==> config.mk <==
export PLATFORM = sky130hd
export DESIGN_NAME = lscf_ram
export DESIGN_NICKNAME = d
export VERILOG_FILES = /design/src/rtl/core/lscf_ram.sv
export SDC_FILE = /design/constraint.sdc
export NUM_CORES = 2
export LEC_CHECK = 0
export ABC_AREA = 0
export BUFFER_PORTS_ARGS = -buffer_cell sky130_fd_sc_hd__buf_2
export CAP_MARGIN = 10
export CORE_AREA = 2 2 788 790
export CTS_CLUSTER_DIAMETER = 200
export CTS_CLUSTER_SIZE = 24
export DETAILED_ROUTE_END_ITERATION = 7
export DIE_AREA = 0 0 790 792
export PLACE_DENSITY = 0.39
export SYNTH_ARGS = -nofsm -noshare
export SYNTH_HDL_FRONTEND = slang
export SYNTH_SLANG_ARGS = --single-unit
==> constraint.sdc <==
create_clock -name clk -period 6.2 [get_ports clk]
set_input_delay 1.86 -clock clk [delete_from_list [all_inputs] [get_ports clk]]
set_output_delay 1.86 -clock clk [all_outputs]
set_load 0.005 [all_outputs]
==> src/rtl/core/lscf_ram.sv <==
`timescale 1ns / 1ps
// ----------------------------------------------------------------------------
// lscf_ram
// Generic single-clock RAM, one write port and one read port, registered read.
// ----------------------------------------------------------------------------
module lscf_ram #(
	parameter int WIDTH = 8,
	parameter int DEPTH = 512
) (
	input  logic                     clk,
	input  logic                     wr_en,
	input  logic [$clog2(DEPTH)-1:0] wr_addr,
	input  logic [WIDTH-1:0]         wr_data,
	input  logic                     rd_en,
	input  logic [$clog2(DEPTH)-1:0] rd_addr,
	output logic [WIDTH-1:0]         rd_data
);

	logic [WIDTH-1:0] mem [DEPTH];

	always_ff @(posedge clk) begin
		if (wr_en) begin
			mem[wr_addr] <= wr_data;
		end
		if (rd_en) begin
			rd_data <= mem[rd_addr];
		end
	end

endmodule

==> run_results.csv <==
group,metric,value,unit
sta,rsz0062_at_grt,"false",
clock_network,clkLatencyLatePin,1.02,ns
die,io_pins,37,
final_layout,fin_util,0.290,
synthesis,yosysTopAreaCell,"edfxtp_1",
drt,drt_iter0_drc,8017,
grt,grtUsageTotal,0.154,
worst_setup_path,cp_max_fo,48,
clock_network,hold_buffers,0,
sta,max_freq,191,MHz
worst_hold_path,hp-class,"in -> reg",
worst_setup_path,crit_slowest_cell,"buf_4",
synthesis,yosysMostFrequentCell,"edfxtp_1",
clock_network,cts-buffers-inserted,192,
sta,fin_crit_sh,0.845,
placement,placed_area,174000,sq um
drt,viasPerCell,4.81,
grt,grt_util_met1,0.213,
die,die-area,626000,sq um
worst_setup_path,cp-start-kind,"primary input",
die,rows,289,
grt,grt_use_met3,0.0189,
sta,worst_pin_slew,1.28,ns
clock_network,cts_tree,"done",
final_layout,drive_above_1_share,0.191,
die,die_w,790,um
worst_setup_path,end_kind,"flop",
synthesis,avgSynthCellArea,19.9,sq um
job,maxCapViolations,0,
final_layout,nets,8449,
synthesis,synth_ff_type,"edfxtp_1",
worst_hold_path,worstHoldPathCells,1,
die,start_util,0.259,
worst_setup_path,crit_chain,"buf_8 > or2_4 > buf_12 > buf_4 > o221ai_1 > o22ai_1 > o21ai_0 > nand4_1 > nand2_1 > o2111a_1",
synthesis,synth_warnings,0,
synthesis,synth-seq-cells,4104,
placement,dp_cells,16400,
power_and_ir_drop,leakagePower,54.8,nW
synthesis,synthArstFlopShare,0,
drt,vias,79900,
final_layout,area_growth,11.8,%
die,core_area,618000,sq um
run_status,outcome,"complete, no violations",
sta,skew,0.117,ns
synthesis,syn-cell-area,160000,sq um
synthesis,synth_fp_nets,8059,
synthesis,synth_common_cells,"edfxtp_1, mux2i_1, mux4_2, nor2_1, o221ai_1",
final_layout,final_area,179000,sq um
drt,routed_wl,495,mm
clock_network,cts_resized,0,
grt,antenna_found_initial,40,
power_and_ir_drop,irDropWorstVdd,0.207,mV
grt,grt_use_met2,0.262,
placement,gp_congestion,0.782,
worst_setup_path,rrSetupSlack,3.10,ns
final_layout,fillerInstances,60200,
sta,layout_min_cycle_time,5.24,ns
drt,drcViolationCount,0,
sta,finalWorstSetupSlack,0.961,ns
clock_network,cts_root_buf,"clkbuf_16",
grt,first_global_vias,82100,
placement,port_buffers,36,
clock_network,htreeDepth,4,
sta,fin_tns_setup,0,ns
drt,drt_pre_antenna_iters,5,
grt,grt_max_degree,152,
power_and_ir_drop,p_per_area,267,nW/um^2
die,die_y,792,um
synthesis,yosysSeqAreaShare,0.770,
sta,whs,1.34,ns
synthesis,yosysTopAreaCellShare,0.770,
sta,drv_slew,0,
final_layout,final_cells,16600,
synthesis,synth_cell_types,50,
synthesis,synth_enable_flop_cells,4104,
sta,final-hold-violation-count,0,
worst_setup_path,worst_r2r_path_depth,7,
synthesis,postSynthCellCount,8030,
worst_setup_path,required,6.97,ns
placement,place_ws,-0.0806,ns
worst_setup_path,arrival,6.01,ns
clock_network,cts_sinks,4104,
placement,hpwl,315,mm
power_and_ir_drop,finalPower,47.9,mW
worst_setup_path,cp_slowest_stage_delay,0.62,ns
grt,overflow,0,
clock_network,clk_path_buf_depth,4,
sta,relSlewSlack,0.135,
grt,top_usage_layer,"met2",
sta,setup_viol,0,
clock_network,postCtsSetupBuffers,0,
grt,grt_pass1_wl,684,mm
worst_setup_path,worstSetupPathType,"in -> reg",
clock_network,clk_pin_slew,0.10,ns
synthesis,synthTopCellsByArea,"edfxtp_1, mux4_2, mux2i_1",
drt,avgRoutedWirePerCell,29.8,um
drt,antenna_left,0,
## worst paths after layout
check / end / from
hold reg to reg: rd_data[3] / mem[154][3]
setup / recovery: rd_data[2] / rd_addr[1]
hold / removal: mem[0][7] / wr_data[7]
setup reg to reg: rd_data[2] / mem[456][2]
## flip-flops by register name, summed over array words and instances (netlist names)
register and count:
rd_data 8, mem 4096
## cell families (layout without fill, tap and decap cells)
group	after synthesis	after routing	synth area share
compound gates	979	979	0.0431
flops	4104	4104	0.770
other cells	0	17	0
buf+inv	516	913	0.0185
simple gates	980	980	0.0263
mux	1451	1451	0.142
## final cells by class
class | instances | area, sq um | share of cell area
inverters | 3 | 20.0 | 0.000112
clock inverters | 6 | 90.1 | 0.000503
well taps | 8148 | 10200 | 0.0570
repair buffers | 709 | 6440 | 0.0360
clock buffers | 195 | 4880 | 0.0273
flip-flops and latches | 4104 | 123000 | 0.689
multi-input cells | 3410 | 34000 | 0.190
diodes | 17 | 42.5 | 0.000238
## power breakdown
group          leakage [nW]  internal (mW)  switching [mW]
sequential             36.9           30.5          0.0294
clock                  2.45           5.66            8.64
combinational          15.4          0.938            2.08
total                  54.8           37.1            10.8
## critical path: cells and delay by family
kind                   cells  cell delay, ns
AND/OR/NAND/NOR            3            1.48
AO/OA/AOI/OAI              4            1.22
buffers and inverters      3            1.20
## placed cells by master, fill, tap and decap left out, types with 4 or more instances in the layout
| master | synthesis | final |
|---|---|---|
| a211oi_1 | 17 | 17 |
| or3_1 | 6 | 6 |
| nand3_4 | 0 | 4 |
| o31ai_1 | 13 | 13 |
| nor4_1 | 36 | 31 |
| nor3b_1 | 8 | 7 |
| nand2_1 | 111 | 96 |
| or2_2 | 4 | 4 |
| a22oi_1 | 61 | 61 |
| o311ai_0 | 5 | 5 |
| nor4_2 | 0 | 5 |
| buf_12 | 5 | 88 |
| and2_1 | 20 | 19 |
| nand4_1 | 32 | 32 |
| nor3_1 | 109 | 106 |
| nor2_1 | 597 | 595 |
| mux4_2 | 654 | 654 |
| buf_4 | 70 | 586 |
| diode_2 | 0 | 17 |
| a22o_1 | 5 | 5 |
| nand3_1 | 36 | 32 |
| nand2_4 | 0 | 12 |
| edfxtp_1 | 4104 | 4104 |
| buf_8 | 11 | 10 |
| a21oi_1 | 194 | 194 |
| o21ai_0 | 118 | 118 |
| mux2i_1 | 797 | 797 |
| clkbuf_16 | 0 | 195 |
| o22ai_1 | 163 | 163 |
| o2111a_1 | 8 | 8 |
| buf_2 | 57 | 24 |
| o221ai_1 | 371 | 371 |
| o41ai_1 | 7 | 7 |
## layer usage
metal  routed length (um)  share of wire  vias to the layer above
met3                23100          0.047                      398
met2               242000           0.49                     1910
met4                 9850          0.020                        2
met5                   13       0.000026                        -
met1               220000           0.44                    43700
li1                     -              -                    33900
Note: power is estimated with default switching activity, not from simulation.
