<file path="src/rtl/core/lscf_pkg.sv">
`timescale 1ns / 1ps
// ----------------------------------------------------------------------------
// lscf_pkg
// Shared constants, types and address helper for the LED shift chain
// framebuffer.
// ----------------------------------------------------------------------------
package lscf_pkg;

	localparam int MAX_ROWS     = 64;
	localparam int MAX_COLS     = 64;
	localparam int DEPTH        = (MAX_ROWS * MAX_COLS) / 8;
	localparam int AW           = $clog2(DEPTH);
	localparam int ROW_BYTES    = MAX_ROWS / 8;
	localparam int KCNT_W       = $clog2(ROW_BYTES) + 1;
	localparam int CIDX_W       = $clog2(MAX_COLS);
	localparam int GEO_W        = 7;
	localparam int BITS_W       = 64;
	localparam int COLIDX_W     = 6;
	localparam int DUTY_W       = 8;
	localparam int CFG_IDX_W    = 3;
	localparam int CFG_DATA_W   = 8;
	localparam int ADDR_SUM_W   = 2 * GEO_W + 1;

	typedef enum logic [1:0] {
		OP_SET     = 2'd0,
		OP_READ    = 2'd1,
		OP_CLEAR   = 2'd2,
		OP_REFRESH = 2'd3
	} op_t;

	typedef enum logic [CFG_IDX_W-1:0] {
		REG_NUM_ROWS   = 3'd0,
		REG_NUM_COLS   = 3'd1,
		REG_BRIGHTNESS = 3'd2,
		REG_INVERT     = 3'd3,
		REG_ENABLE     = 3'd4
	} cfg_reg_t;

	localparam logic KIND_READ  = 1'b0;
	localparam logic KIND_SHIFT = 1'b1;

	typedef struct packed {
		logic [GEO_W-1:0]  rows;
		logic [GEO_W-1:0]  cols;
		logic [DUTY_W-1:0] brightness;
		logic              invert;
		logic              enable;
	} cfg_t;

	typedef struct packed {
		logic                kind;
		logic                pixel_read;
		logic [BITS_W-1:0]   column_bits;
		logic [COLIDX_W-1:0] column_index;
		logic                last;
		logic [DUTY_W-1:0]   oe_duty;
	} res_t;

	typedef struct packed {
		logic          rd_en;
		logic [AW-1:0] rd_addr;
		logic          wr_en;
		logic [AW-1:0] wr_addr;
		logic [7:0]    wr_data;
	} ram_req_t;

	// byte address of a pixel: floor(col*rows/8) + floor(row/8)
	function automatic logic [ADDR_SUM_W-1:0] locate_addr(
		input logic [GEO_W-1:0] c,
		input logic [GEO_W-1:0] r,
		input logic [GEO_W-1:0] rows
	);
		logic [2*GEO_W-1:0] prod;
		prod = c * rows;
		return ADDR_SUM_W'(prod >> 3) + ADDR_SUM_W'(r >> 3);
	endfunction

endpackage

</file>
<file path="src/rtl/core/lscf_obuf.sv">
`timescale 1ns / 1ps
// ----------------------------------------------------------------------------
// lscf_obuf
// Output register that holds one result beat until the sink takes it.
// ----------------------------------------------------------------------------
module lscf_obuf (
	input  logic           clk,
	input  logic           arst_n,
	input  logic           res_vld,
	input  lscf_pkg::res_t res,
	output logic           slot_free,
	output logic           out_valid,
	input  logic           out_stall,
	output lscf_pkg::res_t res_q
);

	logic valid_q;

	assign slot_free = !valid_q || !out_stall;
	assign out_valid = valid_q;

	always_ff @(posedge clk or negedge arst_n) begin
		if (!arst_n) begin
			valid_q <= 1'b0;
		end else if (slot_free) begin
			valid_q <= res_vld;
		end
	end

	always_ff @(posedge clk) begin
		if (slot_free && res_vld) begin
			res_q <= res;
		end
	end

endmodule

</file>
<file path="config.mk">
export PLATFORM = sky130hd
export DESIGN_NAME = lscf_obuf
export DESIGN_NICKNAME = d
export VERILOG_FILES = /design/src/rtl/core/lscf_pkg.sv /design/src/rtl/core/lscf_obuf.sv
export SDC_FILE = /design/constraint.sdc
export NUM_CORES = 1
export LEC_CHECK = 0
export ABC_AREA = 1
export BUFFER_PORTS_ARGS = -buffer_cell sky130_fd_sc_hd__buf_4
export CORE_AREA = 2 2 95 74
export CTS_CLUSTER_SIZE = 10
export DETAILED_ROUTE_END_ITERATION = 8
export DIE_AREA = 0 0 97 76
export MAX_ROUTING_LAYER = met4
export PLACE_DENSITY = 0.75
export SYNTH_ARGS = -nofsm -noshare
export SYNTH_HDL_FRONTEND = slang
export SYNTH_SLANG_ARGS = --single-unit
</file>
<file path="constraint.sdc">
create_clock -name clk -period 6.45 [get_ports clk]
set_input_delay 0.9675 -clock clk [delete_from_list [all_inputs] [get_ports clk]]
set_output_delay 0.9675 -clock clk [all_outputs]
set_load 0.02 [all_outputs]
</file>
==> impl_results.md, run 1 <==
- Outcome: finished clean
- Final WL: 5410 microns
- Num rows: 26
- Nature of the critical path startpoint: primary input
- Final GP Congestion: 0.796
- Dominant synthesized flop cell: edfxtp_1
- Post-synth EDFFs: 81
- Power per cell area: 292 nW/um^2
- Sw power: 0.248 mW
- Flops & latches, synth: 82
- Crit-path max FO: 41
- Post-route clock period utilization: 0.413
- Pin count of the biggest net entering global routing: 42
- Peak VDD IR: 0.213 mV
- Clk_skew: 0.00359 ns
- Sequential share of the synthesized area: 0.993
- Top-area cell type share of the netlist area: 0.983
- Placed insts: 338
- Top-count cell post-synth: edfxtp_1
- Comb pwr share: 0.111
- Placement-stage cell area: 3850 sq um
- Max-cap violations: 0
- Fill count: 456
- Arrival @ worst endpoint: 2.65 ns
- Design area: 4090 sq um
- Antenna Nets Post-Route: 0
- Synth area leaders: edfxtp_1 (98%), dfrtp_1 (1.0%), nand2_1 (0.30%), a21oi_1 (0.20%), inv_1 (0.15%)
- Starting Density: 0.378
- Min-Delay Path Class: in -> async
- CP Cell Sequence: buf_4, a21oi_4, buf_4
- Max transition margin: 0.186
- Share of cells above drive strength 1: 0.681
- Most used cell along the critical path: buf_4
- Ant. Diodes: 0
- Largest area contributor in the netlist: edfxtp_1
- # hold bufs at CTS: 0
- I/O pin count: 168
- Slowest cell on crit path: a21oi_4
- CTS tree: done
- Core Area: 6540 sq um
- Clock buffer depth: 2
- DR vias: 1522
- Clock Pin Slew Worst Setup and Hold Paths: 0.08 ns
- Syn Inst Count: 86
- Die H: 76 microns
- Post-layout min period: 2.67 ns
- Pre-antenna DRT Iters: 4
- Worst path top cell family by delay: compound AO/OA/AOI/OAI gates
- WL per Instance: 15.3 microns
- # DRC: 0
- Resize count post-CTS: 0
- Clock Power Share: 0.362
- Avg Inst Size Synth: 28.8 sq um
- Setup TNS: 0 ns
- Asr flop ratio synth: 0.0122
- Synth Cell Area: 2470 sq um
- Critical Path RT: 6.43 ns
- Worst setup EP type: register
- Area of the multi-input gates: 23.8 sq um
- # setup viols final: 0
- Worst-Margin Slew: 1.22 ns
- Area delta synth->final: 65.4%
- Int Pwr: 0.945 mW
- Hold Fails Final Rpt: 0
- DR iter-0 viols: 36
- Die width: 97 microns
- Sink Count: 82
- Final Total Pwr: 1.19 mW
- CP Class: in -> reg
- First-pass GRT wire length: 8310 microns
- Non-Filler Instances: 354
- CP peak stage delay: 0.93 ns
- Global route overflow: 0
- # H-tree levels: 3
- Gr usage total: 0.158
- Achievable frequency: 0.375 GHz
- RSZ-0062 raised after global routing: no
- Vias in the first global route: 1508
- Drt via density: 4.30
- Final hold slack: 0.389 ns
- Nets@finish: 350
- Switch share: 0.208
- Antenna violations before repair: 0
- Die ar.: 7370 sq um
- Worst path buffer plus inverter count: 2
- Top cells by instance count after synthesis: edfxtp_1 (81), nand2_1 (2), a21oi_1 (1), dfrtp_1 (1), inv_1 (1)
- Syn_nets: 171
- Setup Buffers After CTS: 0
- I/O Buffers: 167
- Static Leak: 1.72 nW
- YS warnings: 0
- Seq pwr share: 0.527
- Register area: 2460 sq um
- Yosys cell types: 5
- CTS root buf: clkbuf_8
- Max-slew violations: 0
- CTS buffer count: 9
- Skew-Pair Late Insertion Delay: 0.33 ns
==> through the flow <==
step	utilization	setup WS, ns
after global placement	0.589	3.43
final	0.626	3.78
after detailed placement	0.589	3.39
after floorplan	-	0.975
after global routing	0.626	3.60
after CTS	0.626	3.76
==> cells in the final DEF (no fill, tap or decap), drive strengths merged <==
master	count
dfrtp	1
nand2	2
a21oi	1
edfxtp	81
inv	2
buf	168
clkinv	2
clkbuf	10
bufinv	3
==> area by class of cell <==
cell class	count	area share
Inverter	1	0.000917
Sequential cell	82	0.601
Multi-Input combinational cell	3	0.00581
Tap cell	84	0.0257
Clock inverter	6	0.0275
Timing Repair Buffer	168	0.308
Clock buffer	10	0.0312
==> sequential cells by signal, indices dropped and copies added, names as in the netlist <==
signal     count
res_q         81
out_valid      1
==> kinds of logic after synthesis <==
| kind of cell | count (synthesis) | share of synthesized area |
|---|---|---|
| AO/OA/AOI/OAI | 1 | 0.00202 |
| flip-flops | 82 | 0.993 |
| AND/OR/NAND/NOR | 2 | 0.00304 |
| buffers and inverters | 1 | 0.00152 |
==> power by group through the flow <==
| stage | clock network, mW | logic (mW) | registers [mW] |
|---|---|---|---|
| after CTS | 0.445 | 0.134 | 0.630 |
| final | 0.432 | 0.133 | 0.629 |
| after global routing | 0.466 | 0.140 | 0.632 |
| after global placement | 0 | 0.132 | 0.640 |
| after floorplan | 0 | 0.0105 | 0.682 |
| after detailed placement | 0 | 0.134 | 0.642 |
==> final timing paths <==
check | start | endpoint | slack (ns) | depth (start not counted)
hold reg to reg | out_valid | out_valid | 0.63 | 2
setup reg to reg | out_valid | res_q[56] | 4.09 | 2
min in group clk | out_valid | out_valid | 0.63 | 2
hold / removal | arst_n | out_valid | 0.39 | 1
setup / recovery | out_stall | res_q[56] | 3.78 | 3
max in group asynchronous | arst_n | out_valid | 5.98 | 1
==> routing by layer <==
layer,GRT usage,part of all wire,vias to the layer above
met5,-,0,-
met4,0.0592,0.011,0
met3,0.0716,0.11,7
met2,0.230,0.47,112
met1,0.195,0.41,702
li1,-,-,701
No activity file was read; power rests on OpenSTA's default activity.
==> inputs of run 2 (changes only) <==
- clock period: 6.45 -> 2.6 ns (I/O delays scaled with it)
==> run 2 against run 1 <==
Non-clock buffer count grew 2. Via count shrank 0.20%. Total power grew 140%. Critical path type is now reg -> reg. Highest routed layer unchanged.
==> impl_results.md, run 2 (synthesized netlist as in run 1, its figures left out) <==
- Outcome: finished clean
- Max-slew violations: 0 (unchanged)
- CP peak stage delay: 0.47 ns (-0.46 ns)
- RSZ-0062 raised after global routing: no
- Min-Delay Path Class: in -> reg
- Slowest cell on crit path: buf_4
- Arrival @ worst endpoint: 1.43 ns (-1.22 ns)
- Design area: 4090 sq um (-0.12%)
- Die width: 97 microns (unchanged)
- Met3 wire length: 576 microns (-1.7%)
- Pre-antenna DRT Iters: 4 (unchanged)
- Achievable frequency: 0.688 GHz
- Max-cap violations: 0 (unchanged)
- Cell count along the critical path: 2 (-1)
- Worst setup EP type: register
- FF-to-FF End: res_q[13]
- Final hold slack: 0.220 ns (-0.169 ns)
- Top sig layer: met4
- Worst-Margin Slew: 0.536 ns (-0.682 ns)
- Pin count of the biggest net entering global routing: 45 (+7.1%)
- Clock buffer depth: 2 (unchanged)
- CP Class: reg -> reg
- I/O pin count: 168 (unchanged)
- Most frequent cells in the layout: buf_4 (169), edfxtp_1 (81), clkbuf_8 (9), clkinv_4 (3)
- Die H: 76 microns (unchanged)
- Ant. Diodes: 0 (unchanged)
- DR vias: 1519 (-0.20%)
- Setup TNS: 0 ns (unchanged)
- DR iter-0 viols: 60 (+67%)
- Int Pwr: 2.24 mW (+140%)
- Crit-path max FO: 44 (+7.3%)
- Sink Count: 82 (unchanged)
- Routed met1 length: 1960 microns (-12%)
- Fill count: 491 (+7.7%)
- Peak VDD IR: 0.417 mV (+96%)
- Nature of the critical path startpoint: register
- Final core area utilization: 0.625 (-0.000766)
- I/O Buffers: 167 (unchanged)
- Seq pwr share: 0.545 (+0.018)
- Static Leak: 1.72 nW (-0.19%)
- Worst path top cell family by delay: buffers and inverters
- Comb pwr share: 0.115 (+0.004)
- Core Area: 6540 sq um (unchanged)
- Worst path buffer plus inverter count: 1 (-1)
- Clock Power Share: 0.340 (-0.022)
- Area delta synth->final: 65.2%
- # DRC: 0 (unchanged)
- Share of cells above drive strength 1: 0.676 (-0.00501)
- Dpl hpwl: 4070 microns
- Largest Register: res_q
- Die ar.: 7370 sq um (unchanged)
- Antenna violations before repair: 0 (unchanged)
- Nets@finish: 352 (+0.57%)
- Clock Pin Slew Worst Setup and Hold Paths: 0.08 ns (about the same)
- Critical Path RT: 2.58 ns (-3.85 ns)
- Power per cell area: 700 nW/um^2 (+140%)
- Antenna Nets Post-Route: 0 (unchanged)
- DR WL met2: 2730 microns (+8.0%)
- # H-tree levels: 3 (unchanged)
- Resize count post-CTS: 0 (unchanged)
- Register-to-Register Path Depth: 2 (unchanged)
- Final GP Congestion: 0.730 (-8.3%)
- CP Cell Sequence: a21oi_4, buf_4
- Placement-stage cell area: 3860 sq um (+0.20%)
- Starting Density: 0.378 (unchanged)
- CTS tree: done
- Hold Fails Final Rpt: 0 (unchanged)
- Drt via density: 4.27 (-0.76%)
- Crit. Startpoint: out_valid
- Reg2Reg Launch Point: out_valid
- Num rows: 26 (unchanged)
- Switch share: 0.216 (+0.00815)
- Clk_skew: 0.00824 ns (+0.00464 ns)
- Number of flip-flops in the largest register: 81 (unchanged)
- Gr usage total: 0.156 (-0.00196)
- WL per Instance: 15.0 microns (-1.7%)
- CTS buffer count: 9 (unchanged)
- First-pass GRT wire length: 8270 microns (-0.49%)
- Max transition margin: 0.643 (+0.456)
- Flop2flop setup slack: 1.15 ns (-2.94 ns)
- Commonest non-fill, non-tap cell in the layout: buf_4
- Post-layout min period: 1.45 ns
- Post-route clock period utilization: 0.559
- CTS root buf: clkbuf_8
- Setup crit end: res_q[13]
- Sw power: 0.619 mW (+150%)
- Skew-Pair Late Insertion Delay: 0.34 ns (about the same)
- Final WL: 5350 microns (-1.2%)
- Vias in the first global route: 1625 (+7.8%)
- # setup viols final: 0 (unchanged)
- Global route overflow: 0 (unchanged)
run 2: metal layers:
| metal | vias to the layer above | global-route usage |
|---|---|---|
| li1 | 708 | - |
| met1 | 705 | 0.170 |
| met2 | 97 | 0.244 |
| met3 | 9 | 0.0771 |
| met4 | 0 | 0.0648 |
| met5 | - | - |
run 2: worst min path at each step:
stage,startpoint,endpoint,slack [ns],cells past startpoint
after detailed placement,arst_n,out_valid,0.17,1
final,res[5],res_q[5],0.22,1
after floorplan,arst_n,out_valid,0.09,0
after global routing,res[28],res_q[28],0.19,1
after CTS,res[5],res_q[5],0.20,1
after global placement,arst_n,out_valid,0.17,1
run 2: final cells by class:
class | instances | area, sq um | share of cell area
Clock buffer | 9 | 124 | 0.0303
Clock inverter | 7 | 93.8 | 0.0230
Inverter | 1 | 3.75 | 0.000919
Multi-Input combinational cell | 3 | 23.8 | 0.00582
Sequential cell | 82 | 2460 | 0.601
Tap cell | 84 | 105 | 0.0257
Timing Repair Buffer | 170 | 1280 | 0.313
run 2: metrics by stage:
| step | setup slack [ns] | power, mW | cells |
|---|---|---|---|
| after global placement | 1.10 | 1.92 | 339 |
| after floorplan | 0.301 | 1.71 | 86 |
| after global routing | 1.07 | 2.98 | 356 |
| after detailed placement | 1.07 | 1.92 | 339 |
| final | 1.15 | 2.86 | 356 |
| after CTS | 1.14 | 2.90 | 356 |
run 2: timing repair:
item / CTS / global route
hold endpoints to repair: 1 / 0
setup buffers: 0 / 0
hold buffers: 1 / 0
run 2: worst register-to-register path: cells and delay by family (launching register included):
family,cells,cell delay [ns]
DFF,1,0.43
buffers and inverters,1,0.47
AOI/OAI and AO/OA,1,0.17
run 2: power groups by stage:
stage	sequential, mW	clock [mW]	combinational (mW)
floorplan	1.68	0	0.0274
global placement	1.59	0	0.328
detailed placement	1.59	0	0.333
CTS	1.56	1.01	0.334
global route	1.57	1.06	0.349
finish	1.56	0.972	0.330
