$ cat src/rtl/core/lscf_pkg.sv
`timescale 1ns / 1ps
// ----------------------------------------------------------------------------
// lscf_pkg
// Shared constants, types and address helper for the LED shift chain
// framebuffer.
// ----------------------------------------------------------------------------
package lscf_pkg;

	localparam int MAX_ROWS     = 64;
	localparam int MAX_COLS     = 64;
	localparam int DEPTH        = (MAX_ROWS * MAX_COLS) / 8;
	localparam int AW           = $clog2(DEPTH);
	localparam int ROW_BYTES    = MAX_ROWS / 8;
	localparam int KCNT_W       = $clog2(ROW_BYTES) + 1;
	localparam int CIDX_W       = $clog2(MAX_COLS);
	localparam int GEO_W        = 7;
	localparam int BITS_W       = 64;
	localparam int COLIDX_W     = 6;
	localparam int DUTY_W       = 8;
	localparam int CFG_IDX_W    = 3;
	localparam int CFG_DATA_W   = 8;
	localparam int ADDR_SUM_W   = 2 * GEO_W + 1;

	typedef enum logic [1:0] {
		OP_SET     = 2'd0,
		OP_READ    = 2'd1,
		OP_CLEAR   = 2'd2,
		OP_REFRESH = 2'd3
	} op_t;

	typedef enum logic [CFG_IDX_W-1:0] {
		REG_NUM_ROWS   = 3'd0,
		REG_NUM_COLS   = 3'd1,
		REG_BRIGHTNESS = 3'd2,
		REG_INVERT     = 3'd3,
		REG_ENABLE     = 3'd4
	} cfg_reg_t;

	localparam logic KIND_READ  = 1'b0;
	localparam logic KIND_SHIFT = 1'b1;

	typedef struct packed {
		logic [GEO_W-1:0]  rows;
		logic [GEO_W-1:0]  cols;
		logic [DUTY_W-1:0] brightness;
		logic              invert;
		logic              enable;
	} cfg_t;

	typedef struct packed {
		logic                kind;
		logic                pixel_read;
		logic [BITS_W-1:0]   column_bits;
		logic [COLIDX_W-1:0] column_index;
		logic                last;
		logic [DUTY_W-1:0]   oe_duty;
	} res_t;

	typedef struct packed {
		logic          rd_en;
		logic [AW-1:0] rd_addr;
		logic          wr_en;
		logic [AW-1:0] wr_addr;
		logic [7:0]    wr_data;
	} ram_req_t;

	// byte address of a pixel: floor(col*rows/8) + floor(row/8)
	function automatic logic [ADDR_SUM_W-1:0] locate_addr(
		input logic [GEO_W-1:0] c,
		input logic [GEO_W-1:0] r,
		input logic [GEO_W-1:0] rows
	);
		logic [2*GEO_W-1:0] prod;
		prod = c * rows;
		return ADDR_SUM_W'(prod >> 3) + ADDR_SUM_W'(r >> 3);
	endfunction

endpackage

$ cat src/rtl/core/lscf_engine.sv
`timescale 1ns / 1ps
// ----------------------------------------------------------------------------
// lscf_engine
// Command sequencer: pixel read-modify-write, clear sweep and column refresh
// over the byte store.
// ----------------------------------------------------------------------------
module lscf_engine (
	input  logic                        clk,
	input  logic                        arst_n,
	input  logic                        in_valid,
	output logic                        in_stall,
	input  logic [1:0]                  op,
	input  logic [lscf_pkg::GEO_W-1:0]  col,
	input  logic [lscf_pkg::GEO_W-1:0]  row,
	input  logic                        pixel_on,
	input  lscf_pkg::cfg_t              cfg,
	input  logic                        slot_free,
	output logic                        res_vld,
	output lscf_pkg::res_t              res,
	output lscf_pkg::ram_req_t          ram_req,
	input  logic [7:0]                  rd_data
);

	typedef enum logic [4:0] {
		ST_CLEAR = 5'b00001,
		ST_IDLE  = 5'b00010,
		ST_PIX   = 5'b00100,
		ST_FETCH = 5'b01000,
		ST_EMIT  = 5'b10000
	} state_t;

	state_t                          state_q;
	logic [lscf_pkg::AW-1:0]         clr_addr_q;
	logic [lscf_pkg::CIDX_W-1:0]     cc_q;
	logic [lscf_pkg::KCNT_W-1:0]     k_q;
	logic                            valid_s1;
	logic [lscf_pkg::KCNT_W-1:0]     k_s1;

	lscf_pkg::op_t                   op_q;
	logic [lscf_pkg::AW-1:0]         addr_q;
	logic [2:0]                      bitpos_q;
	logic                            hit_q;
	logic                            on_q;
	logic [lscf_pkg::AW-1:0]         base_q;
	logic [7:0]                      lane_q [lscf_pkg::ROW_BYTES];

	lscf_pkg::op_t                   op_in;
	logic                            acc;
	logic [lscf_pkg::ADDR_SUM_W-1:0] in_sum;
	logic                            in_hit;
	logic [lscf_pkg::GEO_W-1:0]      next_cc;
	logic [lscf_pkg::ADDR_SUM_W-1:0] next_sum;
	logic [lscf_pkg::KCNT_W-1:0]     nbytes;
	logic [7:0]                      mask;
	logic [lscf_pkg::MAX_ROWS-1:0]   word;
	logic                            refresh_go;
	logic                            fetch_done;

	assign op_in    = lscf_pkg::op_t'(op);
	assign in_stall = (state_q != ST_IDLE);
	assign acc      = in_valid && !in_stall;

	assign in_sum = lscf_pkg::locate_addr(col, row, cfg.rows);
	assign in_hit = (col < cfg.cols) && (row < cfg.rows) &&
		(in_sum < lscf_pkg::ADDR_SUM_W'(lscf_pkg::DEPTH));

	// column whose base address is loaded when a column fetch starts
	assign next_cc  = (state_q == ST_IDLE) ? (cfg.cols - lscf_pkg::GEO_W'(1)) :
		(lscf_pkg::GEO_W'(cc_q) - lscf_pkg::GEO_W'(1));
	assign next_sum = lscf_pkg::locate_addr(next_cc, '0, cfg.rows);

	assign nbytes = lscf_pkg::KCNT_W'(({1'b0, cfg.rows} + 8'd7) >> 3);
	assign mask   = 8'h80 >> bitpos_q;

	assign refresh_go = acc && (op_in == lscf_pkg::OP_REFRESH) && cfg.enable &&
		(cfg.cols != '0);
	assign fetch_done = (k_q == nbytes);

	always_comb begin
		for (int b = 0; b < lscf_pkg::ROW_BYTES; b++) begin
			word[8*b +: 8] = lane_q[b];
		end
	end

	always_comb begin
		ram_req         = '0;
		ram_req.rd_addr = in_sum[lscf_pkg::AW-1:0];
		ram_req.wr_addr = clr_addr_q;
		res_vld         = 1'b0;
		res             = '0;
		case (state_q)
			ST_CLEAR: begin
				ram_req.wr_en = 1'b1;
			end
			ST_IDLE: begin
				if (acc && in_hit &&
					(op_in == lscf_pkg::OP_SET || op_in == lscf_pkg::OP_READ)) begin
					ram_req.rd_en = 1'b1;
				end
			end
			ST_PIX: begin
				if (op_q == lscf_pkg::OP_SET) begin
					ram_req.wr_en   = hit_q;
					ram_req.wr_addr = addr_q;
					ram_req.wr_data = on_q ? (rd_data | mask) : (rd_data & ~mask);
				end else if (slot_free) begin
					res_vld        = 1'b1;
					res.kind       = lscf_pkg::KIND_READ;
					res.pixel_read = hit_q && rd_data[3'd7 - bitpos_q];
				end
			end
			ST_FETCH: begin
				ram_req.rd_en   = !fetch_done;
				ram_req.rd_addr = base_q + lscf_pkg::AW'(k_q);
			end
			ST_EMIT: begin
				if (slot_free) begin
					res_vld          = 1'b1;
					res.kind         = lscf_pkg::KIND_SHIFT;
					res.column_bits  = lscf_pkg::BITS_W'(word);
					res.column_index = lscf_pkg::COLIDX_W'(cc_q);
					res.last         = (cc_q == '0);
					res.oe_duty      = (cc_q == '0) ? cfg.brightness : '0;
				end
			end
			default: ;
		endcase
	end

	// control state
	always_ff @(posedge clk or negedge arst_n) begin
		if (!arst_n) begin
			state_q    <= ST_CLEAR;
			clr_addr_q <= '0;
			cc_q       <= '0;
			k_q        <= '0;
			valid_s1   <= 1'b0;
		end else begin
			valid_s1 <= ram_req.rd_en && (state_q == ST_FETCH);
			case (state_q)
				ST_CLEAR: begin
					if (clr_addr_q == lscf_pkg::AW'(lscf_pkg::DEPTH - 1)) begin
						clr_addr_q <= '0;
						state_q    <= ST_IDLE;
					end else begin
						clr_addr_q <= clr_addr_q + lscf_pkg::AW'(1);
					end
				end
				ST_IDLE: begin
					if (acc) begin
						case (op_in)
							lscf_pkg::OP_SET, lscf_pkg::OP_READ: state_q <= ST_PIX;
							lscf_pkg::OP_CLEAR:                  state_q <= ST_CLEAR;
							lscf_pkg::OP_REFRESH: begin
								if (refresh_go) begin
									cc_q    <= lscf_pkg::CIDX_W'(next_cc);
									k_q     <= '0;
									state_q <= ST_FETCH;
								end
							end
							default: ;
						endcase
					end
				end
				ST_PIX: begin
					if (op_q == lscf_pkg::OP_SET || slot_free) begin
						state_q <= ST_IDLE;
					end
				end
				ST_FETCH: begin
					if (fetch_done) begin
						state_q <= ST_EMIT;
					end else begin
						k_q <= k_q + lscf_pkg::KCNT_W'(1);
					end
				end
				ST_EMIT: begin
					if (slot_free) begin
						if (cc_q == '0) begin
							state_q <= ST_IDLE;
						end else begin
							cc_q    <= lscf_pkg::CIDX_W'(next_cc);
							k_q     <= '0;
							state_q <= ST_FETCH;
						end
					end
				end
				default: state_q <= ST_IDLE;
			endcase
		end
	end

	// payload
	always_ff @(posedge clk) begin
		k_s1 <= k_q;
		if (state_q == ST_IDLE && acc) begin
			op_q     <= op_in;
			addr_q   <= in_sum[lscf_pkg::AW-1:0];
			bitpos_q <= row[2:0];
			hit_q    <= in_hit;
			on_q     <= pixel_on;
		end
		if ((state_q == ST_IDLE && refresh_go) ||
			(state_q == ST_EMIT && slot_free && cc_q != '0)) begin
			base_q <= next_sum[lscf_pkg::AW-1:0];
			for (int b = 0; b < lscf_pkg::ROW_BYTES; b++) begin
				lane_q[b] <= '0;
			end
		end else if (valid_s1) begin
			// byte bit 7-j is row 8k+j of the column
			for (int b = 0; b < lscf_pkg::ROW_BYTES; b++) begin
				if (k_s1 == lscf_pkg::KCNT_W'(b)) begin
					for (int j = 0; j < 8; j++) begin
						lane_q[b][j] <= (lscf_pkg::GEO_W'(8*b + j) < cfg.rows) ?
							(rd_data[7-j] ^ cfg.invert) : 1'b0;
					end
				end
			end
		end
	end

endmodule

$ cat config.mk
export PLATFORM = sky130hd
export DESIGN_NAME = lscf_engine
export DESIGN_NICKNAME = d
export VERILOG_FILES = /design/src/rtl/core/lscf_pkg.sv /design/src/rtl/core/lscf_engine.sv
export SDC_FILE = /design/constraint.sdc
export NUM_CORES = 1
export LEC_CHECK = 0
export BUFFER_PORTS_ARGS = -buffer_cell sky130_fd_sc_hd__buf_4
export CAP_MARGIN = 20
export CORE_AREA = 2 2 134 136
export CTS_CLUSTER_SIZE = 24
export DETAILED_ROUTE_END_ITERATION = 12
export DIE_AREA = 0 0 136 138
export PLACE_DENSITY = 0.8
export SLEW_MARGIN = 15
export SYNTH_ARGS = -nofsm -noshare
export SYNTH_HDL_FRONTEND = slang
export SYNTH_SLANG_ARGS = --single-unit
$ cat constraint.sdc
create_clock -name clk -period 6.4 [get_ports clk]
set_clock_uncertainty 0.05 [all_clocks]
set_input_delay 0 -clock clk [delete_from_list [all_inputs] [get_ports clk]]
set_output_delay 0 -clock clk [all_outputs]
set_load 0.01 [all_outputs]
==> results.yml <==
status:
  status: "finished, violations left"
  violations: "hold timing"
place:
  finalWeightedCongestion: 0.9314
  placed_area_um2: 11300
  io_buffers: 163
  hpwl_um: 19530
setup_path:
  reg2regPathDepth: 24
  r2r-end: "base_q[8]"
  worstPathCellList: "nor4_2, and2_1, inv_2, mux2i_1, ha_2, nand3_1, a32oi_1, buf_4, nand2_1, fa_1, inv_1, ha_1, inv_1, fa_1, fa_1, inv_1, ha_1, nor3_1, o41ai_1, a31oi_1, nor2b_1, o21a_1, o41a_1, xnor2_1"
  crit_path_top_delay_cell: "fa_1"
  crit_required_ns: 6.51
  start_kind: "flip-flop"
  cp_num_buf_inv: 5
  endpoint_kind: "flip-flop"
  crit_cells: 24
  crit_family: "adder cells"
  rrSetupSlack_ns: 0.41
  endpoint: "base_q[8]"
  slowest_delay_ns: 0.54
  crit_type: "reg -> reg"
  worstPathMaxFanout: 11
  crit_path_start: "state_q[4]"
  rr_startpoint: "state_q[4]"
  crit_arrival_ns: 6.11
grt:
  grt_usage: 0.2805
  grt_pass1_wl_um: 41000
  antenna_found_initial: 0
  grt_overflow: 0
  grt_max_degree: 73
  first_global_vias: 8047
pwr:
  p_leak_nw: 5.431
  ir_drop_mv: 0.7873
  p_per_area_nw_per_um2: 545.3
  power_w: 0.006567
sta:
  tns_ns: 0
  max_slew.worst_pin.slew_ns: 0.9419
  slew_violations: 0
  slew_headroom: 0.3721
  fmax_mhz: 166.8
  finalSetupViolCount: 0
  fin_crit_ns: 5.994
  layout_worst_path_cycle_share: 0.9366
  fin_hold_ws_ns: -0.002630
  hold_viol: 5
  rsz0062_at_grt: "no"
finish:
  nNetsFinal: 1362
  finish.utilization: 0.6869
  diodes: 0
  stdcell_area_um2: 12040
  nFillCells: 1317
  drive_above_1_share: 0.2074
  final_cell_mix: "167 x buf_4, 130 x and2_1, 89 x nand2_1, 89 x edfxtp_1, 80 x inv_1"
  areaGrowthSynthToFinish_pct: 21.10
  final_common_cell: "buf_4"
drt:
  postRouteAntennaNets: 0
  wl_per_cell_um: 18.12
  viasPerCell: 5.839
  drt_wl_total_um: 25820
  first_pass_iters: 6
  vias: 8321
  route.detailed.drc: 0
  detail_route.iter0.violations: 674
synthesis:
  synth_ff_type: "edfxtp_1"
  syn_nets: 1206
  netlist_area_um2: 9946
  yosysWarningCount: 0
  seq_area_frac_synth: 0.3398
  ys_seq_elements: 118
  synth_edf_count: 89
  async_flop_share: 0.2119
  synth.distinct_cells: 70
  avgSynthCellArea_um2: 9.684
  synth_cells: 1027
floorplanning:
  start_util: 0.5672
  fp.dieW_um: 136
  core_um2: 17530
  dieArea_um2: 18770
  die_h_um: 138
  ios: 164
  rows: 49
clock_tree:
  cts_sinks: 118
  cts_root_buffer: "clkbuf_16"
  cts.clk_slew.worst_paths_ns: 0.06
  clk-insertion-delay-late_ns: 0.42
  clockBufferDepth: 2
  h-tree-depth: 4
  cts_made_buffers: 17
  cts_tree: "built"
run:
  maxCapViolCount: 0
min_path:
  hold_path_class: "in -> async"
-- metrics by stage --
stage | setup slack [ns] | cells
global route | 0.03697 | 1425
floorplan | 0.5681 | 1027
detailed placement | 0.1807 | 1378
CTS | 0.1520 | 1422
global placement | 0.4301 | 1377
finish | 0.4055 | 1425
-- per-layer routing --
layer	up-vias	track usage	share of wire
met4	0	0.1288	0.041
met5	-	0	0
met3	69	0.04327	0.072
met1	3998	0.3563	0.39
met2	378	0.4700	0.50
li1	3876	-	-
-- worst min-delay path by stage --
stage	startpoint	to	slack, ns	cells past startpoint
2_1_floorplan	arst_n	cc_q[0]	-0.35	0
3_3_place_gp	arst_n	cc_q[5]	-0.10	1
3_5_place_dp	arst_n	cc_q[5]	-0.10	1
4_1_cts	arst_n	cc_q[1]	0.0001	2
5_1_grt	row[4]	addr_q[1]	0.01	2
6_report	arst_n	cc_q[2]	-0.003	2
-- cell usage after synthesis, drive strengths merged (8+ instances only) --
cell | number | share of area
nor3 | 31 | 0.017
nand3 | 21 | 0.011
fa | 49 | 0.099
and3 | 10 | 0.0068
mux2i | 15 | 0.015
a21oi | 24 | 0.013
or2 | 10 | 0.0063
buf | 9 | 0.0059
xnor2 | 38 | 0.035
xor2 | 14 | 0.012
dfrtp | 24 | 0.060
edfxtp | 89 | 0.27
inv | 82 | 0.031
and2 | 130 | 0.082
a211oi | 43 | 0.033
mux2 | 12 | 0.014
ha | 77 | 0.097
nand2 | 89 | 0.034
o21ai | 37 | 0.019
nor2 | 69 | 0.026
a21o | 15 | 0.011
nand2b | 11 | 0.0069
nor2b | 8 | 0.0050
clkbuf | 37 | 0.014
-- cells by family (layout without fill, tap and decap cells) --
logic type      after synthesis  after routing  synth area share
compound gates              162            162            0.1132
xor+xnor                     52             52           0.04768
fa+ha+maj                   126            126            0.1955
buf+inv                     128            297           0.05082
flops                       118            118            0.3398
mux                          29             29           0.03321
simple gates                412            412            0.2198
-- flip-flops by register name (all words and copies together), names as in the netlist --
name        cells
clr_addr_q      9
k_s1            4
cc_q            6
state_q         5
bitpos_q        3
valid_s1        1
hit_q           1
k_q             4
addr_q          9
lane_q         64
on_q            1
op_q            2
base_q          9
-- cell type report --
cell class,instances,area (um2),area share
Multi-Input combinational cell,781,6081,0.5049
Sequential cell,118,3379,0.2806
Timing Repair Buffer,183,1409,0.1170
Clock buffer,17,425.4,0.03532
Inverter,82,307.8,0.02556
Tap cell,229,286.5,0.02379
Clock inverter,15,155.1,0.01288
-- what timing repair did --
item / CTS / global route
endpoints found under the setup margin: 0 / 2
hold buffers: 12 / 0
gates resized for setup: 0 / 3
buffers inserted: 0 / 0
endpoints found under the hold margin: 37 / 0
-- power by group --
group / internal [W] / leakage [nW] / switching [W]
Sequential: 0.00117 / 1.18 / 0.000123
Combinational: 0.00192 / 3.97 / 0.00241
Clock: 0.000574 / 0.280 / 0.000360
Total: 0.00367 / 5.43 / 0.00290
No activity file was read; power rests on OpenSTA's default activity.
