--- src/rtl/core/lscf_pkg.sv ---
`timescale 1ns / 1ps
// ----------------------------------------------------------------------------
// lscf_pkg
// Shared constants, types and address helper for the LED shift chain
// framebuffer.
// ----------------------------------------------------------------------------
package lscf_pkg;

	localparam int MAX_ROWS     = 64;
	localparam int MAX_COLS     = 64;
	localparam int DEPTH        = (MAX_ROWS * MAX_COLS) / 8;
	localparam int AW           = $clog2(DEPTH);
	localparam int ROW_BYTES    = MAX_ROWS / 8;
	localparam int KCNT_W       = $clog2(ROW_BYTES) + 1;
	localparam int CIDX_W       = $clog2(MAX_COLS);
	localparam int GEO_W        = 7;
	localparam int BITS_W       = 64;
	localparam int COLIDX_W     = 6;
	localparam int DUTY_W       = 8;
	localparam int CFG_IDX_W    = 3;
	localparam int CFG_DATA_W   = 8;
	localparam int ADDR_SUM_W   = 2 * GEO_W + 1;

	typedef enum logic [1:0] {
		OP_SET     = 2'd0,
		OP_READ    = 2'd1,
		OP_CLEAR   = 2'd2,
		OP_REFRESH = 2'd3
	} op_t;

	typedef enum logic [CFG_IDX_W-1:0] {
		REG_NUM_ROWS   = 3'd0,
		REG_NUM_COLS   = 3'd1,
		REG_BRIGHTNESS = 3'd2,
		REG_INVERT     = 3'd3,
		REG_ENABLE     = 3'd4
	} cfg_reg_t;

	localparam logic KIND_READ  = 1'b0;
	localparam logic KIND_SHIFT = 1'b1;

	typedef struct packed {
		logic [GEO_W-1:0]  rows;
		logic [GEO_W-1:0]  cols;
		logic [DUTY_W-1:0] brightness;
		logic              invert;
		logic              enable;
	} cfg_t;

	typedef struct packed {
		logic                kind;
		logic                pixel_read;
		logic [BITS_W-1:0]   column_bits;
		logic [COLIDX_W-1:0] column_index;
		logic                last;
		logic [DUTY_W-1:0]   oe_duty;
	} res_t;

	typedef struct packed {
		logic          rd_en;
		logic [AW-1:0] rd_addr;
		logic          wr_en;
		logic [AW-1:0] wr_addr;
		logic [7:0]    wr_data;
	} ram_req_t;

	// byte address of a pixel: floor(col*rows/8) + floor(row/8)
	function automatic logic [ADDR_SUM_W-1:0] locate_addr(
		input logic [GEO_W-1:0] c,
		input logic [GEO_W-1:0] r,
		input logic [GEO_W-1:0] rows
	);
		logic [2*GEO_W-1:0] prod;
		prod = c * rows;
		return ADDR_SUM_W'(prod >> 3) + ADDR_SUM_W'(r >> 3);
	endfunction

endpackage

--- src/rtl/core/lscf_cfg.sv ---
`timescale 1ns / 1ps
// ----------------------------------------------------------------------------
// lscf_cfg
// Configuration registers with geometry saturated to the store limits.
// ----------------------------------------------------------------------------
module lscf_cfg (
	input  logic                               clk,
	input  logic                               arst_n,
	input  logic                               cfg_valid,
	output logic                               cfg_ready,
	input  logic [lscf_pkg::CFG_IDX_W-1:0]     cfg_index,
	input  logic [lscf_pkg::CFG_DATA_W-1:0]    cfg_data,
	output lscf_pkg::cfg_t                     cfg
);

	logic [lscf_pkg::GEO_W-1:0]  num_rows_q;
	logic [lscf_pkg::GEO_W-1:0]  num_cols_q;
	logic [lscf_pkg::DUTY_W-1:0] brightness_q;
	logic                        invert_q;
	logic                        enable_q;

	assign cfg_ready = 1'b1;

	always_ff @(posedge clk or negedge arst_n) begin
		if (!arst_n) begin
			num_rows_q   <= lscf_pkg::GEO_W'(64);
			num_cols_q   <= lscf_pkg::GEO_W'(64);
			brightness_q <= '0;
			invert_q     <= 1'b0;
			enable_q     <= 1'b1;
		end else if (cfg_valid && cfg_ready) begin
			case (lscf_pkg::cfg_reg_t'(cfg_index))
				lscf_pkg::REG_NUM_ROWS:   num_rows_q   <= cfg_data[lscf_pkg::GEO_W-1:0];
				lscf_pkg::REG_NUM_COLS:   num_cols_q   <= cfg_data[lscf_pkg::GEO_W-1:0];
				lscf_pkg::REG_BRIGHTNESS: brightness_q <= cfg_data;
				lscf_pkg::REG_INVERT:     invert_q     <= cfg_data[0];
				lscf_pkg::REG_ENABLE:     enable_q     <= cfg_data[0];
				default: ;
			endcase
		end
	end

	always_comb begin
		cfg.rows = (num_rows_q > lscf_pkg::GEO_W'(lscf_pkg::MAX_ROWS)) ?
			lscf_pkg::GEO_W'(lscf_pkg::MAX_ROWS) : num_rows_q;
		cfg.cols = (num_cols_q > lscf_pkg::GEO_W'(lscf_pkg::MAX_COLS)) ?
			lscf_pkg::GEO_W'(lscf_pkg::MAX_COLS) : num_cols_q;
		cfg.brightness = brightness_q;
		cfg.invert     = invert_q;
		cfg.enable     = enable_q;
	end

endmodule

--- config.mk ---
export PLATFORM = sky130hd
export DESIGN_NAME = lscf_cfg
export DESIGN_NICKNAME = d
export VERILOG_FILES = /design/src/rtl/core/lscf_pkg.sv /design/src/rtl/core/lscf_cfg.sv
export SDC_FILE = /design/constraint.sdc
export NUM_CORES = 1
export LEC_CHECK = 0
export ABC_AREA = 1
export BUFFER_PORTS_ARGS = -buffer_cell sky130_fd_sc_hd__buf_2
export CAP_MARGIN = 40
export CORE_MARGIN = 2
export CORE_UTILIZATION = 49
export DETAILED_ROUTE_END_ITERATION = 16
export PLACE_DENSITY = 0.77
export RECOVER_POWER = 25
export SYNTH_ARGS = -nofsm -noshare
export SYNTH_HDL_FRONTEND = slang
export SYNTH_SLANG_ARGS = --single-unit
--- constraint.sdc ---
create_clock -name clk -period 1.05 [get_ports clk]
set_input_delay 0.0525 -clock clk [delete_from_list [all_inputs] [get_ports clk]]
set_output_delay 0.0525 -clock clk [all_outputs]
set_load 0.02 [all_outputs]
==> impl_metrics.tcl, run 1 <==
set metrics [dict create \
    grt_pass1_vias 1087 \
    ios 39 \
    final_nets 210 \
    start_util_pct 50.5 \
    rsz0062_at_grt "yes" \
    p_clk_share_pct 16.8 \
    nFillCells 187 \
    num_vias 1117 \
    yosysSeqAreaShare_pct 49.6 \
    area_delta_synth_final_pct 40.9 \
    pwr_density_cell_mw_per_mm2 1740 \
    die_y_um 53.8 \
    whs_ps 2.96 \
    grt.overflow.total 0 \
    worstPathCellList "nor2_1 -> nand3_2 -> a21oi_2 -> buf_6" \
    switchingPower_w 0.00112 \
    cp-start-kind "flip-flop" \
    n_antenna_cell 0 \
    htree_levels 1 \
    dpl.hpwl_um 1940 \
    tns_ps -4330 \
    p_total_w 0.00299 \
    crit_path_max_incr_delay_ps 420 \
    switching_share_pct 37.5 \
    hold_start "cfg_index[1]" \
    drive_above_1_share_pct 45.6 \
    reg2reg_to "num_cols_q[3]$_DFFE_PN0P_" \
    finalSetupViolCount 14 \
    clkSinkCount 24 \
    worst_pin_slew_ps 576 \
    drt_iter0_drc 31 \
    drt-total-wl_um 2960 \
    grt_use_total_pct 21.9 \
    synth_area_mm2 0.00122 \
    cts_made_buffers 3 \
    grt_pass1_wl_um 4430 \
    synthesis.area_per_instance_um2 8.57 \
    grt_start_max_net_pins 25 \
    r2r_start "num_cols_q[3]$_DFFE_PN0P_" \
    via_per_inst 4.96 \
    cts.clk_slew.worst_paths_ps 130 \
    die-area_mm2 0.00290 \
    synth_top_area_share_pct 43.2 \
    hold-path-endpoint "invert_q$_DFFE_PN0P_" \
    cp.required_ps 1000 \
    critPathArrivalTime_ps 1390 \
    cts-root-buf "clkbuf_4" \
    worst-path-max-fanout 4 \
    die_x_um 53.8 \
    power_leakage_nw 0.901 \
    numPortBuffers 37 \
    outcome "finished with violations" \
    peakVddDrop_mv 1.18 \
    p_comb_share_pct 40.7 \
    synth_top_area_cell "dfrtp_1" \
    drv_cap 0 \
    core_mm2 0.00241 \
    r2r_setup_slack_ps 160 \
    multi_input_area_um2 520 \
    p_int_w 0.00187 \
    clk_latency_ps 320 \
    cp_num_buf_inv 1 \
    syn-instance-count 142 \
    rows 18 \
    drc_errors 0 \
    slew_headroom_pct 61.6 \
    critPathKind "flip-flop to output pin" \
    register_area_um2 604 \
    ys_ff_latch 24 \
    skew_ps 0 \
    worst_slack_ps -395 \
    wire_per_inst_um 13.2 \
    synth_nets 156 \
    hold_viol 0 \
    fin_util_pct 71.2 \
    grt_antenna_before_repair 0 \
    setup.worst_path.start "num_cols_q[3]$_DFFE_PN0P_" \
    seqPwrFrac_pct 42.5 \
    yosysWarnings 0 \
    violations "setup timing" \
    synthDistinctLibCells 18 \
    crit_family "flip-flops" \
    min_delay_path_depth 3 \
    finalCriticalPeriod_ps 1440 \
    slew_viol_final 0 \
    synth.area.top_cells "dfrtp_1 43%, nand2_1 10%, o21ai_2 10%, dfstp_2 6.5%, inv_1 6.2%" \
    dr.pass1.iters 4 \
    critPathCaptureType "output pin" \
    crit_slowest_cell "dfrtp_1" \
    timing.fmax_ghz 0.692 \
    antenna_left 0 \
    cts_tree "built" \
    cts_buffer_depth 2 \
    period_share_pct 138 \
    routabilityCongestion 0.732 \
    hp-class "input pin to flip-flop" \
    r2r_cells 4 \
]
==> worst register-to-register path, cell delays in order, from the launching register on <==
cell	delay (ps)
dfrtp_1	420
buf_4	140
buf_4	130
nand2_1	50
nand2_1	50
==> power by group through the flow <==
stage	combinational (W)	sequential, W	clock (W)
after floorplan	0.000576	0.00129	0
after global placement	0.000893	0.00125	0
final	0.00121	0.00127	0.000501
after global routing	0.00132	0.00129	0.000541
after CTS	0.00113	0.00125	0.000507
after detailed placement	0.000922	0.00126	0
==> cell type report <==
| class | count | share of cell area (%) |
|---|---|---|
| clock buffers | 4 | 2.12 |
| inverters | 21 | 4.60 |
| multi-input cells | 86 | 30.3 |
| flip-flops and latches | 24 | 35.2 |
| well taps | 30 | 2.19 |
| repair buffers | 60 | 25.5 |
==> synth_stat cells <==
master and number:
a21oi_1 10, buf_4 5, buf_6 2, clkbuf_1 4
conb_1 1, dfrtp_1 21, dfstp_2 3, inv_1 20
inv_2 1, nand2_1 33, nand2_2 1, nand2_4 1
nand3_1 6, nand4_1 8, nor2_1 9, nor2_4 2
o21ai_0 1, o21ai_2 14
==> worst max path at each step <==
stage	endpoint	depth (start not counted)	slack [ps]
finish	cfg[12]	4	-390
detailed placement	cfg[22]	4	-60
global placement	cfg[22]	4	40
CTS	cfg[20]	4	-360
floorplan	cfg[17]	3	-10
global route	cfg[12]	4	-470
==> metal layers <==
layer | global-route usage (%) | up-vias | part of all wire, %
met5 | 0 | - | 0
met4 | 10.7 | 0 | 2.0
met3 | 3.89 | 7 | 4.0
met2 | 40.2 | 30 | 52
met1 | 23.8 | 527 | 42
li1 | - | 553 | -
==> flip-flops by register name, indices dropped and copies added (netlist names) <==
| signal | count |
|---|---|
| enable_q | 1 |
| num_cols_q | 7 |
| brightness_q | 8 |
| num_rows_q | 7 |
| invert_q | 1 |
==> placed cells by master, fill, tap and decap left out, drive strengths merged <==
cell	synthesis	routed
dfrtp	21	21
clkbuf	4	6
dfstp	3	3
dlygate4sd3	0	10
nor2	11	11
buf	7	48
nand2	35	35
a21oi	10	10
inv	21	21
nand4	8	8
o21ai	15	15
conb	1	1
nand3	6	6
==> cell families (layout without fill, tap and decap cells) <==
logic type	after synthesis	in the layout	share of synthesized area, %
flops	24	24	49.6
other cells	1	1	0.308
buf+inv	32	85	12.6
compound gates	25	25	14.6
simple gates	60	60	22.8
==> through the flow <==
stage                     area, um^2  std cells  setup slack, ps
after floorplan                 1220        142            -13.4
after global routing            1720        225             -474
final                           1720        225             -395
after detailed placement        1410        204            -58.2
after global placement          1410        204             37.5
after CTS                       1660        223             -360
==> timing repair <==
item,CTS,global route
hold endpoints to repair,31,0
hold buffers,10,0
gates resized for setup,25,11
setup buffers,5,2
pin swaps,6,3
setup endpoints to repair,15,15
(Power assumes the default switching activity.)
==> inputs of run 2 (changes only) <==
--- a/config.mk
+++ b/config.mk
@@ -5,13 +5,12 @@
 export SDC_FILE = /design/constraint.sdc
 export NUM_CORES = 1
 export LEC_CHECK = 0
-export ABC_AREA = 1
 export BUFFER_PORTS_ARGS = -buffer_cell sky130_fd_sc_hd__buf_2
 export CAP_MARGIN = 40
 export CORE_MARGIN = 2
-export CORE_UTILIZATION = 49
+export CORE_UTILIZATION = 47
 export DETAILED_ROUTE_END_ITERATION = 16
-export PLACE_DENSITY = 0.77
+export PLACE_DENSITY = 0.76
 export RECOVER_POWER = 25
 export SYNTH_ARGS = -nofsm -noshare
 export SYNTH_HDL_FRONTEND = slang
==> run 2 against run 1 <==
  * Global-route usage fell by 4.2 points
  * Via count decreased by 34%
  * Critical endpoint is now cfg[15]
  * Routed wire length down 28%
  * Total power decreased by 12%
  * The run still ends with setup timing left
  * Core utilization down 7.8 points
  * Design area fell by 19%
==> impl_metrics.tcl, run 2 <==
set metrics [dict create \
    outcome "finished with violations" \
    violations "setup timing" \
    die_x_um 51.7 \
    layout_common_cells "34 x buf_2, 24 x mux2_2, 21 x dfrtp_1" \
    peakVddDrop_mv 1.10 \
    dpl.hpwl_um 1470 \
    dr.pass1.iters 4 \
    grt_pass1_vias 740 \
    finalSetupViolCount 14 \
    final_common_cell "buf_2" \
    synthDistinctLibCells 12 \
    drt-total-wl_um 2120 \
    synth_commonest_cells "24 x mux2_2, 21 x dfrtp_1, 12 x nor2b_1" \
    synth_top_flop_cell "dfrtp_1" \
    core_mm2 0.00219 \
    synth_most_common_cell "mux2_2" \
    synth_nets 87 \
    cp.required_ps 1000 \
    synth.area.top_cells "dfrtp_1 49%, mux2_2 25%, dfstp_2 7.4%, nor2b_1 7.0%, and4bb_2 3.5%" \
    critPathCaptureType "output pin" \
    grt_antenna_before_repair 0 \
    stdcell_count 145 \
    htree_levels 1 \
    register_area_um2 604 \
    grt_pass1_wl_um 3360 \
    cts.clk_slew.worst_paths_ps 120 \
    ios 39 \
    num_vias 739 \
    synth_top_area_cell "dfrtp_1" \
    synthesis.area_per_instance_um2 14.7 \
    fin_util_pct 63.3 \
    slew_headroom_pct 60.5 \
    timing.fmax_ghz 0.792 \
    antenna_left 0 \
    nFillCells 183 \
    critPathArrivalTime_ps 1210 \
    post-place-cells 132 \
    final_nets 132 \
    pwr_density_cell_mw_per_mm2 1900 \
    reg_top3 "brightness_q: 8 flops, num_cols_q: 7 flops, num_rows_q: 7 flops" \
    n_antenna_cell 0 \
    grt_use_total_pct 17.7 \
    rsz0062_at_grt "yes" \
    ys_ff_latch 24 \
    grt_util_met1_pct 22.0 \
    grt_start_max_net_pins 25 \
    critPathKind "flip-flop to output pin" \
    drt_iter0_drc 3 \
    via_per_inst 5.10 \
    hp-class "input pin to flip-flop" \
    die-area_mm2 0.00267 \
    skew_ps 0 \
    largest_register_ff_count 8 \
    synth_area_mm2 0.00107 \
    period_share_pct 120 \
    drive_above_1_share_pct 63.2 \
    syn-instance-count 73 \
    cp-start-kind "flip-flop" \
    cts_tree "built" \
    worst_slack_ps -213 \
    clkSinkCount 24 \
    ys_async_sr_fraction_pct 100 \
    wire_per_inst_um 14.6 \
    numPortBuffers 37 \
    drc_errors 0 \
    start_util_pct 48.8 \
    clk_latency_ps 310 \
    drv_cap 0 \
    place_area_mm2 0.00125 \
    finish.instance_area_mm2 0.00139 \
    routabilityCongestion 0.634 \
    hold_viol 0 \
    grt_util_met3_pct 2.59 \
    rows 17 \
    synth_edf_count 0 \
    slew_viol_final 0 \
    cts-root-buf "clkbuf_4" \
    busiest_layer "met2" \
    grt.overflow.total 0 \
    r2r_setup_slack_ps 150 \
    met2_usage_pct 30.3 \
    cts_made_buffers 3 \
    cts_buffer_depth 2 \
    worst_pin_slew_ps 593 \
    worst-path-max-fanout 8 \
    yosysSeqAreaShare_pct 56.5 \
    power_leakage_nw 0.654 \
    yosysWarnings 0 \
    regMostFlops "brightness_q" \
    multi_input_area_um2 419 \
    die_y_um 51.7 \
    synth_top_area_share_pct 49.1 \
    finalCriticalPeriod_ps 1260 \
    area_delta_synth_final_pct 29.7 \
]
==> run 2: what timing repair did <==
item,CTS,global route
hold buffers,8,0
setup endpoints to repair,15,15
buffers inserted,1,0
resized for setup,4,0
endpoints found under the hold margin,39,0
==> run 2: worst max-delay path: stages (launching register included) <==
cell,delay [ps]
dfstp_2,660
nor2b_1,80
buf_2,160
==> run 2: metal layers <==
layer | vias up | part of all wire (%)
met3 | 5 | 5.3
met5 | - | 0
met4 | 0 | 2.2
met1 | 363 | 42
met2 | 34 | 50
li1 | 337 | -
==> run 2: area by class of cell <==
| type | instances | share of cell area [%] |
|---|---|---|
| flip-flops and latches | 24 | 43.6 |
| multi-input cells | 42 | 30.2 |
| repair buffers | 47 | 21.1 |
| clock buffers | 4 | 2.61 |
| well taps | 28 | 2.52 |
==> run 2: kinds of logic (layout without fill, tap and decap cells) <==
logic type    after synthesis  count (layout)  share of synthesized area [%]
buf+inv                     7              51                           4.33
flops                      24              24                           56.5
mux                        24              24                           25.3
other cells                 1               1                          0.351
simple gates               17              17                           13.6
==> run 2: path summary, 6_finish.rpt <==
| check | startpoint | to | cells past startpoint |
|---|---|---|---|
| hold / removal | cfg_data[0] | num_cols_q[0]$_DFFE_PN0P_ | 2 |
| min in group asynchronous | arst_n | num_rows_q[2]$_DFFE_PN0P_ | 2 |
| hold reg to reg | num_cols_q[2]$_DFFE_PN0P_ | num_cols_q[2]$_DFFE_PN0P_ | 1 |
| max in group asynchronous | arst_n | brightness_q[1]$_DFFE_PN0P_ | 2 |
| setup / recovery | num_cols_q[6]$_DFFE_PN1P_ | cfg[15] | 2 |
| setup reg to reg | num_cols_q[6]$_DFFE_PN1P_ | num_cols_q[6]$_DFFE_PN1P_ | 1 |
==> run 2: metrics by stage <==
step	total power, W	setup slack (ps)	setup TNS, ps	hold slack, ps
after floorplan	0.00184	75.3	0	-243
after global placement	0.00210	-61.0	-1070	51.9
after detailed placement	0.00213	-92.2	-1590	61.9
after CTS	0.00266	-214	-2670	16.8
after global routing	0.00278	-275	-3450	9.95
final	0.00263	-213	-2530	25.4
==> run 2: power breakdown <==
| part | switching (W) | leakage (nW) | internal, W |
|---|---|---|---|
| clock | 0.000263 | 0.0210 | 0.000212 |
| combinational | 0.000463 | 0.350 | 0.000414 |
| sequential | 0.000133 | 0.284 | 0.00115 |
==> inputs of run 3 (changes only) <==
--- a/config.mk
+++ b/config.mk
@@ -12,6 +12,7 @@
 export DETAILED_ROUTE_END_ITERATION = 16
 export PLACE_DENSITY = 0.76
 export RECOVER_POWER = 25
+export REMOVE_ABC_BUFFERS = 1
 export SYNTH_ARGS = -nofsm -noshare
 export SYNTH_HDL_FRONTEND = slang
 export SYNTH_SLANG_ARGS = --single-unit
==> run 3 against run 2 <==
  * The flow still finishes with violations (setup timing)
  * Routed wire length shrank 4.5%
  * Design area grew 0.72%
  * Die area is the same
  * Global-route usage shrank 1.4 points
  * Clock power grew 39%
  * Sequential share of layout area shrank 0.31 points
  * Maximum frequency grew 2.1%
  * Via count shrank 6.8%
  * Count of clock-buffer cells in the layout shrank 1
  * Non-clock buffer count shrank 1
  * Critical path type unchanged
  * Largest power group unchanged
==> impl_metrics.tcl, run 3 (synthesis results as in run 2) <==
set metrics [dict create \
    critPathCaptureType "output pin" \
    place_area_mm2 0.00125 \
    critPathArrivalTime_ps 1180 \
    worst-path-max-fanout 8 \
    nFillCells 183 \
    reg_top3 "brightness_q: 8 flops, num_cols_q: 7 flops, num_rows_q: 7 flops" \
    grt_start_max_net_pins 25 \
    die_y_um 51.7 \
    ios 39 \
    rsz0062_at_grt "yes" \
    antenna_left 0 \
    wire_per_inst_um 14.1 \
    drive_above_1_share_pct 62.9 \
    grt_use_total_pct 16.3 \
    period_share_pct 118 \
    timing.fmax_ghz 0.809 \
    grt.overflow.total 0 \
    grt_pass1_vias 663 \
    critPathKind "flip-flop to output pin" \
    setup.worst_path.start "num_rows_q[6]$_DFFE_PN1P_" \
    multi_input_area_um2 419 \
    clkSinkCount 24 \
    clk_latency_ps 300 \
    post-place-cells 132 \
    cts-root-buf "clkbuf_4" \
    drt_iter0_drc 0 \
    slew_headroom_pct 61.5 \
    grt_pass1_wl_um 3150 \
    finish.instance_area_mm2 0.00140 \
    largest_register_ff_count 8 \
    stdcell_count 144 \
    r2r_start "num_cols_q[6]$_DFFE_PN1P_" \
    r2r_setup_slack_ps 190 \
    finalSetupViolCount 14 \
    rows 17 \
    cp-start-kind "flip-flop" \
    drt-total-wl_um 2030 \
    power_leakage_nw 0.656 \
    start_util_pct 48.8 \
    violations "setup timing" \
    peakVddDrop_mv 1.16 \
    register_area_um2 604 \
    regMostFlops "brightness_q" \
    numPortBuffers 37 \
    drv_cap 0 \
    finalCriticalPeriod_ps 1240 \
    n_antenna_cell 0 \
    area_delta_synth_final_pct 30.6 \
    reg2reg_to "num_cols_q[6]$_DFFE_PN1P_" \
    cp.required_ps 1000 \
    hold_viol 0 \
    cts_tree "built" \
    slew_viol_final 0 \
    worst_pin_slew_ps 577 \
    cts.clk_slew.worst_paths_ps 140 \
    pwr_density_cell_mw_per_mm2 2010 \
    die-area_mm2 0.00267 \
    r2r_cells 1 \
    cts_buffer_depth 2 \
    outcome "finished with violations" \
    num_vias 689 \
    p_total_w 0.00280 \
    worst_slack_ps -187 \
    skew_ps 0 \
    drc_errors 0 \
    preCtsSetupSlack_ps -104 \
    endpoint "cfg[22]" \
    fin_util_pct 63.8 \
    die_x_um 51.7 \
    routabilityCongestion 0.678 \
    final_common_cell "buf_2" \
    layout_common_cells "32 x buf_2, 24 x mux2_2, 21 x dfrtp_1" \
    dr.pass1.iters 1 \
    hp-class "input pin to flip-flop" \
    grt_antenna_before_repair 0 \
    core_mm2 0.00219 \
    final_nets 131 \
    htree_levels 1 \
    cts_made_buffers 3 \
    via_per_inst 4.78 \
]
## run 3: worst max-delay path: stages (launching register included)
cell	delay (ps)
dfstp_2	640
nor2b_1	70
buf_2	160
## run 3: final cells by class
cell class | count | area share, %
clock buffers | 3 | 1.61
clock inverters | 1 | 2.15
multi-input cells | 42 | 30.0
flip-flops and latches | 24 | 43.2
well taps | 28 | 2.51
repair buffers | 46 | 20.5
## run 3: report_power, final
| group | internal (W) | switching [W] | leakage [nW] |
|---|---|---|---|
| sequential | 0.00115 | 0.000129 | 0.284 |
| clock | 0.000386 | 0.000273 | 0.0279 |
| combinational | 0.000409 | 0.000462 | 0.345 |
| total | 0.00194 | 0.000864 | 0.656 |
## run 3: worst min path at each step
stage	endpoint	startpoint	cells past startpoint	slack [ps]
floorplan	brightness_q[0]$_DFFE_PN0P_	arst_n	0	-240
global placement	num_cols_q[3]$_DFFE_PN0P_	arst_n	1	50
detailed placement	num_cols_q[3]$_DFFE_PN0P_	arst_n	1	50
CTS	num_cols_q[5]$_DFFE_PN0P_	cfg_data[5]	2	2
global route	num_cols_q[0]$_DFFE_PN0P_	cfg_data[0]	2	10
finish	num_cols_q[0]$_DFFE_PN0P_	cfg_data[0]	2	40
## run 3: repair_timing
action / in CTS / in global routing
gates resized for setup: 3 / 2
hold buffers: 6 / 2
buffers inserted: 0 / 0
hold endpoints to repair: 33 / 6
setup endpoints to repair: 15 / 15
## run 3: layer usage
| layer | track usage (%) | part of all wire (%) |
|---|---|---|
| met5 | 0 | 0 |
| met2 | 26.9 | 53 |
| met3 | 2.59 | 4.2 |
| met4 | 7.89 | 0.69 |
| met1 | 20.7 | 42 |
## run 3: metrics by stage
step	hold slack, ps	TNS [ps]
detailed placement	53.6	-1510
finish	39.1	-2400
CTS	2.16	-2500
global placement	51.9	-1190
floorplan	-243	0
global route	12.3	-3310
